$ cat src/tprd_pkg.sv
`default_nettype none
package tprd_pkg;

    localparam int TYPE_ENTRIES = 8;

    localparam int BYTE_W  = 8;
    localparam int TABLE_W = 64;
    localparam int COUNT_W = 4;
    localparam int TYPE_W  = 3;
    localparam int CFG_IDX_W = 2;

    // configuration register indexes
    localparam logic [CFG_IDX_W-1:0] CFG_START_CODE      = 2'd0;
    localparam logic [CFG_IDX_W-1:0] CFG_TYPE_CODES      = 2'd1;
    localparam logic [CFG_IDX_W-1:0] CFG_PAYLOAD_LENGTHS = 2'd2;
    localparam logic [CFG_IDX_W-1:0] CFG_TYPE_COUNT      = 2'd3;

    typedef struct packed {
        logic              found;
        logic [TYPE_W-1:0] hit;
        logic [BYTE_W-1:0] length;
    } t_match;

endpackage
`default_nettype wire

$ cat src/tprd_type_match.sv
`default_nettype none
module tprd_type_match (
    input  wire logic [tprd_pkg::BYTE_W-1:0]  i_rx_byte,
    input  wire logic [tprd_pkg::TABLE_W-1:0] i_type_codes,
    input  wire logic [tprd_pkg::TABLE_W-1:0] i_payload_lengths,
    input  wire logic [tprd_pkg::COUNT_W-1:0] i_type_count,
    output tprd_pkg::t_match                  o_match
);
    import tprd_pkg::*;

    logic [COUNT_W-1:0]      eff_count;
    logic [TYPE_ENTRIES-1:0] hits;
    logic                    found;
    logic [TYPE_W-1:0]       hit;

    assign eff_count = (i_type_count > COUNT_W'(TYPE_ENTRIES)) ?
                       COUNT_W'(TYPE_ENTRIES) : i_type_count;

    // one compare per table entry, all in parallel
    always_comb begin
        for (int k = 0; k < TYPE_ENTRIES; k++) begin
            hits[k] = (COUNT_W'(k) < eff_count) &&
                      (i_type_codes[k*BYTE_W +: BYTE_W] == i_rx_byte);
        end
    end

    // lowest matching entry wins
    always_comb begin
        found = 1'b0;
        hit   = '0;
        for (int k = TYPE_ENTRIES - 1; k >= 0; k--) begin
            if (hits[k]) begin
                found = 1'b1;
                hit   = TYPE_W'(k);
            end
        end
    end

    assign o_match.found  = found;
    assign o_match.hit    = hit;
    assign o_match.length = i_payload_lengths[hit*BYTE_W +: BYTE_W];

endmodule
`default_nettype wire

$ cat src/typed_packet_receive_deframer_unit.sv
// Each accepted byte's result is registered in the output register.
// Throughput: one byte per cycle; the input is ready whenever the output register
// is empty or being taken in the same cycle.
// Type lookup is a parallel compare over the table, done in the accept cycle.
// Reset (synchronous, active low) clears the configuration registers, the parser
// state and the output valid.
`default_nettype none
module typed_packet_receive_deframer_unit (
    input  wire logic                          i_clk,
    input  wire logic                          i_rst_n,

    input  wire logic                          i_in_valid,
    output logic                               o_in_ready,
    input  wire logic [tprd_pkg::BYTE_W-1:0]   i_rx_byte,

    output logic                               o_out_valid,
    input  wire logic                          i_out_ready,
    output logic                               o_payload_valid,
    output logic [tprd_pkg::BYTE_W-1:0]        o_payload_byte,
    output logic [tprd_pkg::BYTE_W-1:0]        o_byte_index,
    output logic [tprd_pkg::TYPE_W-1:0]        o_packet_type,
    output logic                               o_packet_done,

    input  wire logic                          i_cfg_valid,
    output logic                               o_cfg_ready,
    input  wire logic [tprd_pkg::CFG_IDX_W-1:0] i_cfg_index,
    input  wire logic [tprd_pkg::TABLE_W-1:0]  i_cfg_data
);
    import tprd_pkg::*;

    localparam logic [1:0] PH_IDLE    = 2'd0;
    localparam logic [1:0] PH_TYPE    = 2'd1;
    localparam logic [1:0] PH_PAYLOAD = 2'd2;
    localparam logic [1:0] PH_END     = 2'd3;

    logic [BYTE_W-1:0]  r_start_code;
    logic [TABLE_W-1:0] r_type_codes;
    logic [TABLE_W-1:0] r_payload_lengths;
    logic [COUNT_W-1:0] r_type_count;

    logic [1:0]         r_phase, n_phase;
    logic [BYTE_W-1:0]  r_left, n_left;
    logic [BYTE_W-1:0]  r_taken, n_taken;
    logic [TYPE_W-1:0]  r_type, n_type;

    logic               r_out_valid;
    logic               r_pvalid, n_pvalid;
    logic [BYTE_W-1:0]  r_pbyte, n_pbyte;
    logic [BYTE_W-1:0]  r_idx, n_idx;
    logic [TYPE_W-1:0]  r_ptype, n_ptype;
    logic               r_done, n_done;

    logic               in_fire;
    logic [BYTE_W-1:0]  left_dec;
    t_match             match;

    assign o_cfg_ready = 1'b1;
    assign o_in_ready  = !r_out_valid || i_out_ready;
    assign in_fire     = i_in_valid && o_in_ready;

    always_ff @(posedge i_clk) begin
        if (!i_rst_n) begin
            r_start_code      <= '0;
            r_type_codes      <= '0;
            r_payload_lengths <= '0;
            r_type_count      <= '0;
        end else if (i_cfg_valid) begin
            case (i_cfg_index)
                CFG_START_CODE:      r_start_code      <= i_cfg_data[BYTE_W-1:0];
                CFG_TYPE_CODES:      r_type_codes      <= i_cfg_data;
                CFG_PAYLOAD_LENGTHS: r_payload_lengths <= i_cfg_data;
                CFG_TYPE_COUNT:      r_type_count      <= i_cfg_data[COUNT_W-1:0];
                default: ;
            endcase
        end
    end

    tprd_type_match u_match (
        .i_rx_byte        (i_rx_byte),
        .i_type_codes     (r_type_codes),
        .i_payload_lengths(r_payload_lengths),
        .i_type_count     (r_type_count),
        .o_match          (match)
    );

    assign left_dec = (r_left != '0) ? r_left - BYTE_W'(1) : '0;

    always_comb begin
        n_phase  = r_phase;
        n_left   = r_left;
        n_taken  = r_taken;
        n_type   = r_type;
        n_pvalid = 1'b0;
        n_pbyte  = '0;
        n_idx    = '0;
        n_ptype  = '0;
        n_done   = 1'b0;
        case (r_phase)
            PH_IDLE: begin
                if (i_rx_byte == r_start_code) begin
                    n_phase = PH_TYPE;
                end
            end
            PH_TYPE: begin
                if (!match.found) begin
                    n_phase = PH_IDLE;
                    n_left  = '0;
                    n_taken = '0;
                    n_type  = '0;
                end else begin
                    n_type  = match.hit;
                    n_taken = '0;
                    n_left  = match.length;
                    if (match.length == '0) begin
                        // empty packet: the type byte closes it
                        n_phase = PH_END;
                        n_done  = 1'b1;
                        n_ptype = match.hit;
                    end else begin
                        n_phase = PH_PAYLOAD;
                    end
                end
            end
            PH_PAYLOAD: begin
                n_pvalid = 1'b1;
                n_pbyte  = i_rx_byte;
                n_idx    = r_taken;
                n_ptype  = r_type;
                n_taken  = r_taken + BYTE_W'(1);
                n_left   = left_dec;
                if (left_dec == '0) begin
                    n_phase = PH_END;
                    n_done  = 1'b1;
                end
            end
            default: begin
                if (i_rx_byte == r_start_code) begin
                    n_phase = PH_TYPE;
                    n_left  = '0;
                    n_taken = '0;
                    n_type  = '0;
                end
            end
        endcase
    end

    always_ff @(posedge i_clk) begin
        if (!i_rst_n) begin
            r_phase     <= PH_IDLE;
            r_left      <= '0;
            r_taken     <= '0;
            r_type      <= '0;
            r_out_valid <= 1'b0;
        end else begin
            if (in_fire) begin
                r_phase <= n_phase;
                r_left  <= n_left;
                r_taken <= n_taken;
                r_type  <= n_type;
            end
            if (in_fire) begin
                r_out_valid <= 1'b1;
            end else if (i_out_ready) begin
                r_out_valid <= 1'b0;
            end
        end
    end

    always_ff @(posedge i_clk) begin
        if (in_fire) begin
            r_pvalid <= n_pvalid;
            r_pbyte  <= n_pbyte;
            r_idx    <= n_idx;
            r_ptype  <= n_ptype;
            r_done   <= n_done;
        end
    end

    assign o_out_valid     = r_out_valid;
    assign o_payload_valid = r_pvalid;
    assign o_payload_byte  = r_pbyte;
    assign o_byte_index    = r_idx;
    assign o_packet_type   = r_ptype;
    assign o_packet_done   = r_done;

endmodule
`default_nettype wire

$ cat config.mk
export PLATFORM = sky130hd
export DESIGN_NAME = typed_packet_receive_deframer_unit
export DESIGN_NICKNAME = d
export VERILOG_FILES = /design/src/tprd_pkg.sv /design/src/tprd_type_match.sv /design/src/typed_packet_receive_deframer_unit.sv
export SDC_FILE = /design/constraint.sdc
export NUM_CORES = 1
export LEC_CHECK = 0
export ABC_AREA = 1
export BUFFER_PORTS_ARGS = -buffer_cell sky130_fd_sc_hd__buf_2
export CORE_UTILIZATION = 40
export DETAILED_ROUTE_END_ITERATION = 7
export MAX_ROUTING_LAYER = met4
export SLEW_MARGIN = 20
export SYNTH_ARGS = -nofsm -noshare
export SYNTH_HDL_FRONTEND = slang
export SYNTH_SLANG_ARGS = --single-unit
$ cat constraint.sdc
create_clock -name i_clk -period 2.43 [get_ports i_clk]
set_clock_uncertainty 0.1 [all_clocks]
set_input_delay 0 -clock i_clk [delete_from_list [all_inputs] [get_ports i_clk]]
set_output_delay 0 -clock i_clk [all_outputs]
set_load 0.05 [all_outputs]
* Word level (Yosys, flattened, before mapping) *
Index checks and enable logic that the tools add are counted.

storage, ports and cells
  register bits after elaboration = 183
  output and inout port bits = 24

cells by class
  add/subtract/negate cells = 2
  $lt $le $gt $ge = 9
  equality and inequality tests = 15
  shifts and indexed selects = 1
  muxes and demuxes = 40
  bitwise operators = 2
  reduce and logical (&&, ||, !) cells = 27

operators by type and width
  cell                 number
  $eq 8x8->1           9
  $shiftx 64x7->8      1
  $pmux 8 s3           2
  $mux 3               12
  $mux 8               3
  $logic_not 8->1      2
  $lt 3x4->1 const A   4
  $mux 1               15
  $pmux 3 s2           2
  $logic_and 1x1->1    9
  $reduce_and 3->1     3
  $add 8x1->8 const B  1
  $lt 1x4->1 const A   2
  $lt 2x4->1 const A   2
  $reduce_and 2->1     4
  $reduce_bool 8->1    1
  $sub 8x1->8 const B  1
  $eq 2x2->1 const B   3
  $mux 2               3
  $eq 2x1->1 const B   2
  $gt 4x4->1 const B   1
  $logic_not 2->1      2
  $mux 4               1
  $pmux 2 s2           1
  other kinds (8)      10

* Depth between registers and ports, before layout *
  depth in word-level cells = 17
  mapped depth = 23

* Hierarchy *
A second synthesis with hierarchy kept.

second synthesis, totals
  cell total of the unflattened synthesis = 1369
  area, all modules = 9275.1 um2

modules (own cells, without submodules)
  module                              instances  cells an instance  area an instance (um2)  seq. area each (um2)
  typed_packet_receive_deframer_unit  1          909                7098.1                  3873.7
  tprd_type_match                     1          460                2177.1                  0.0

* Worst setup path after synthesis *
No wires, ideal clock.

  kind = flip-flop to flip-flop
  start = register r_out_valid, in the netlist o_out_valid
  end = register r_taken[7]
  library setup time = 0.129 ns
  arrival = 2.579 ns
  data required time = 2.201 ns
  setup slack = -0.379 ns
  cell stages (with the launch flop) = 11
  path buffers = 0
  period minus slack after synthesis = 2.809 ns
  cells stage by stage = dfxtp_1 nand2_1 nand2_1 inv_1 nand2_1 nor2_2 inv_1 nor3_1 nand3_1 nor3b_1 nor3_1

between the ends
  cells in the longest elaborated chain, start to end = 4

ends and longest elaborated chain
  element                     line                                       source
  start: declaration          typed_packet_receive_deframer_unit.sv:46   logic r_out_valid;
  start signal: assignment    typed_packet_receive_deframer_unit.sv:153  r_out_valid <= 1'b0;
  start signal: assignment    typed_packet_receive_deframer_unit.sv:162  r_out_valid <= 1'b1;
  start signal: assignment    typed_packet_receive_deframer_unit.sv:164  r_out_valid <= 1'b0;
  $logic_not 1->1             typed_packet_receive_deframer_unit.sv:58   assign o_in_ready = !r_out_valid || i_out_ready;
  $logic_or 1x1->1            typed_packet_receive_deframer_unit.sv:58
  net o_in_ready              typed_packet_receive_deframer_unit.sv:13   output logic o_in_ready,
  $logic_and 1x1->1           typed_packet_receive_deframer_unit.sv:59   assign in_fire = i_in_valid && o_in_ready;
  net in_fire                 typed_packet_receive_deframer_unit.sv:53   logic in_fire;
  $reduce_and 3->1 (no line)  -
  end signal: assignment      typed_packet_receive_deframer_unit.sv:158  r_taken <= n_taken;
  end: declaration            typed_packet_receive_deframer_unit.sv:43   logic [BYTE_W-1:0] r_taken, n_taken;

The timed path passes the listed nets, and every way through them passes these cells.
A chain may end at the register's enable or synchronous reset.

* Worst setup path in the final report *
  start = register r_type_count[3]
  end = register r_ptype[0], in the netlist o_packet_type[0] (data pin)

between the ends
  cells in the longest elaborated chain, start to end = 17

ends and longest elaborated chain
  element                   line                                       source
  start: declaration        typed_packet_receive_deframer_unit.sv:39   logic [COUNT_W-1:0] r_type_count;
  start signal: assignment  typed_packet_receive_deframer_unit.sv:72   CFG_TYPE_COUNT: r_type_count <= i_cfg_data[COUNT_W-1:0];
  $gt 4x4->1                tprd_type_match.sv:16                      assign eff_count = (i_type_count > COUNT_W'(TYPE_ENTRIES)) ?
  $mux 4 *                  tprd_type_match.sv:16
  $lt 3x4->1                tprd_type_match.sv:22                      hits[k] = (COUNT_W'(k) < eff_count) &&
  $logic_and 1x1->1         tprd_type_match.sv:22
  $mux 3 (8 in a row)       tprd_type_match.sv:32                      if (hits[k]) begin
  $shiftx 64x7->8           tprd_type_match.sv:41                      assign o_match.length = i_payload_lengths[hit*BYTE_W +: BYTE_W];
  $logic_not 8->1           typed_packet_receive_deframer_unit.sv:114  if (match.length == '0) begin
  $mux 3                    typed_packet_receive_deframer_unit.sv:114
  $mux 3 *                  typed_packet_receive_deframer_unit.sv:105  if (!match.found) begin
  $pmux 3 s2 *              typed_packet_receive_deframer_unit.sv:98   case (r_phase)
  net n_ptype[0]            typed_packet_receive_deframer_unit.sv:50   logic [TYPE_W-1:0] r_ptype, n_ptype;
  end signal: assignment    typed_packet_receive_deframer_unit.sv:174  r_ptype <= n_ptype;
  end: declaration          typed_packet_receive_deframer_unit.sv:50

Mark *: on every way through the listed nets, which the timed path passes. The rest lies on a longest branch.

==> key figures <==
Status
  – Status: finished with violations
  – Failing checks: negative setup slack

GRT
  – Initial antenna violation count: 0
  – GRT overflow: 0
  – First-pass GRT wire length: 44,600 microns
  – Vias in the first global route: 8,304
  – GRT Total Usage: 0.267
  – Largest net degree at the start of global routing: approximately 140

Logic synthesis
  – Post-synth top area cell: dfxtp_1
  – Number of synthesized register bits: 183
  – Fraction of registers with async set/reset: 0
  – Synth unique cells: 45
  – Post-synthesis adder-cell area fraction: 0.00846
  – Mux contribution to synthesized area: 0
  – Post-synthesis simple-gate area fraction: 0.246
  – Post-synth top area share: 0.365
  – Largest cells by area after synthesis: dfxtp_1, o21ai_0, nand2_1, edfxtp_1, a21oi_1
  – Synth Net Count: around 1,300
  – Syn Inst Count: 1,226
  – Main combinational cell family by area after synthesis: simple AND/OR/NAND/NOR gates
  – Compound-Gate Fraction of Synth Area: 0.169
  – Synth Flop Type: dfxtp_1
  – Average cell area after synthesis: 7.24 sq um
  – Post-synthesis xor/xnor area fraction: 0.0344
  – EDFF count, synth: 21
  – Sequential cell area fraction in the yosys report: 0.437
  – Yosys warning count: 0
  – Mapped Area: 8870 sq um

Routing
  – Vias per cell: between 5 and 6
  – Met2 WL: around 14,000 microns
  – Average routed wire per standard cell: 16.6 microns
  – Total Wirelength: 28,900 microns
  – DRT Pass-1 Iters: 6
  – DR vias: roughly 8,900
  – Top Metal Used: met4
  – First DRT Iteration DRCs: 770
  – WL met1: 12,800 microns
  – Post-route ant nets: 0
  – Wire length on met3: about 1300 microns
  – Post-route DRC: 0

Place
  – Port-buffer cells: 101
  – Cells after DPL: 1,625
  – Post-place setup slack: -272 ps
  – Hpwl dp: about 20,000 microns
  – Final Wtd Congestion: 0.887
  – Placed inst area: 10,200 sq um

Die
  – Die ar.: 22,800 sq um
  – Area of the core: 21,800 sq um
  – Die W: 151 microns
  – Die Span Y: ~150 microns
  – Top-Level Pins: 103
  – Cell row count: 54
  – Starting Density: 0.408

STA
  – Count of final max-slew check failures: 0
  – Tcrit/Tclk final: 1.10
  – Min Tclk post-route: 2660 ps
  – RSZ-0062 raised after global routing: yes
  – Max_slew headroom: 0.600
  – Final Hold Fails: 0
  – Final worst setup slack: -234 ps
  – Worst Tran Pin Value: 600 ps
  – Hold slack final: 9.74 ps
  – F_max: 0.375 GHz
  – # setup viols final: 13

Pwr
  – Pwr/cell area: 594 nW/um^2
  – Worst-case vdd ir drop: 0.446 mV
  – Leak pwr: 5.15 nW

Worst setup path
  – Setup Crit Path Kind: flop to flop
  – Slowest cell on the critical path: dfxtp_2
  – Cell Chain, Critical Path: nor2_4, buf_6, nor2_2, nand2_1, nor2_1, nand3_1, nand2_1, nand2_1, nand2_2, nand2_2, nand2_4, nand2_8, buf_12, nand2_8, nand2_2, nand3_1, nand3_1, nand2_2, nand2_2, nor2_4, nand3_1, a21oi_2
  – CP bufs+invs: 2
  – CP top delay family: simple AND/OR/NAND/NOR gates
  – Worst Path Required: 2640 ps
  – Max FO, Critical Path: 8
  – CP dominant cell by count: nand2_2
  – Worst setup EP type: flop
  – Worst path max stage delay: approximately 360 ps
  – CP Launch Type: flop
  – Worst EP arrival: 2870 ps

Clock network
  – Root Driver: clkbuf_16
  – H-tree Lvls: 4
  – CTS buffer count: 17
  – Skew-Pair Late Insertion Delay: approximately 450 ps
  – TritonCTS clock tree: yes
  – Worst-path clk slew: 80 ps
  – Max Root-Sink Buffers: 2
  – Clock Sinks: 183

Finish
  – Non-filler cells, final: around 1,700
  – Final nets: 1,535
  – Area growth syn-to-layout: 36.5%
  – Share of cells above drive strength 1: 0.233
  – Fin util: 0.557
  – Ant. Diodes: 0
  – Post-route cell area: 12,100 sq um

Worst hold path
  – Worst hold path class: input port to flop

Run
  – Max-cap violation count: 0
flip-flops by register name, summed over array words and instances (netlist names):
signal and flops:
r_type 3, o_out_valid 1, r_phase 2, r_type_count 4
o_byte_index 8, o_payload_byte 8, r_taken 8, o_payload_valid 1
o_packet_done 1, r_left 8, r_payload_lengths 64, o_packet_type 3
r_start_code 8, r_type_codes 64
synth_stat cells, types with 2 or more instances:
master / n
o22ai_1: 8
or2_2: 7
xor2_1: 14
nand3b_1: 2
buf_1: 5
a21oi_1: 117
nor2_1: 141
or2_1: 8
nor4_1: 3
nor3b_1: 6
nand3_1: 111
dfxtp_1: 162
nand4_1: 12
nor3_1: 13
edfxtp_1: 21
o21ai_1: 5
inv_2: 9
buf_4: 8
ha_1: 6
nor2_4: 2
inv_4: 5
buf_6: 7
nand2_1: 175
o2111ai_1: 3
buf_2: 5
inv_1: 137
nor2_2: 3
nand2_4: 2
o32ai_1: 3
xnor2_1: 19
clkbuf_1: 44
clkinv_1: 2
o21ai_0: 149
metrics by stage:
step | power, W | setup TNS (ps)
after detailed placement | 0.00418 | -2290
after global placement | 0.00417 | -1640
after global routing | 0.00743 | -4580
after CTS | 0.00719 | -1620
after floorplan | 0.00382 | 0
final | 0.00719 | -1930
placed cells by master, fill, tap and decap left out, types with 3 or more instances in the layout:
cell           netlist  layout
dfxtp_1            162     159
o21ai_0            149     148
nand2_1            175     146
nor2_1             141     139
inv_1              137     136
a21oi_1            117     110
buf_2                5     100
nand3_1            111      87
buf_4                8      79
dlygate4sd3_1        0      73
nand2_2              1      25
nand3_2              0      22
edfxtp_1            21      21
clkbuf_16            0      18
xnor2_1             19      17
xor2_1              14      14
nand4_1             12      12
nor3_1              13      12
buf_12               0      11
inv_2                9       8
or2_1                8       8
or2_2                7       7
a21oi_2              0       7
nor3b_1              6       6
nand2_4              2       6
nand2_8              1       6
ha_1                 6       6
inv_6                0       6
o22ai_2              0       5
o21ai_1              5       5
inv_4                5       5
nor2_2               3       4
buf_6                7       4
o32ai_1              3       3
clkinvlp_4           0       3
nor2_4               2       3
xnor2_2              1       3
o2111ai_1            3       3
bufinv_16            0       3
dfxtp_2              0       3
worst min-delay path, stage by stage:
cell	delay [ps]
buf_2	200
buf_4	160
nand2_1	50
inv_1	40
final timing paths:
kind | cells past startpoint | slack, ps | startpoint | endpoint
worst max register to register | 22 | -230 | r_type_count[3] | o_packet_type[0]
worst max-delay path | 22 | -230 | r_type_count[3] | o_packet_type[0]
worst min register to register | 2 | 350 | r_payload_lengths[52] | r_payload_lengths[52]
worst min-delay path | 4 | 10 | i_rx_byte[7] | o_payload_byte[7]
final cells by class:
class | instances | area [sq um]
multi-input combinational | 825 | 4500
tap | 280 | 350
clock inverter | 14 | 183
inverter | 153 | 604
clock buffer | 18 | 429
timing repair buffer | 270 | 2170
fill | 2074 | 9640
sequential | 183 | 3880
repair_timing:
action,in CTS,in global routing
buffers inserted,5,1
cloned,6,1
setup endpoints to repair,13,15
gates resized for setup,43,50
hold buffers,73,0
endpoints found under the hold margin,154,0
pin swaps,30,32
kinds of logic (layout without fill, tap and decap cells):
| kind of cell | after synthesis | in the layout |
|---|---|---|
| fa+ha+maj | 6 | 6 |
| buf+inv | 222 | 455 |
| other cells | 1 | 1 |
| compound gates | 290 | 290 |
| flops | 183 | 183 |
| simple gates | 490 | 494 |
| xor+xnor | 34 | 34 |
where the power goes:
group	internal, W	leakage, nW	switching, W
combinational	0.000415	3.31	0.000600
clock	0.00165	0.295	0.00128
sequential	0.00319	1.54	0.0000599
metal layers:
layer / vias up / track usage
met5: - / -
li1: 4463 / -
met4: 0 / 0.110
met1: 4057 / 0.334
met3: 84 / 0.0358
met2: 280 / 0.434
No activity file was read; power rests on OpenSTA's default activity.
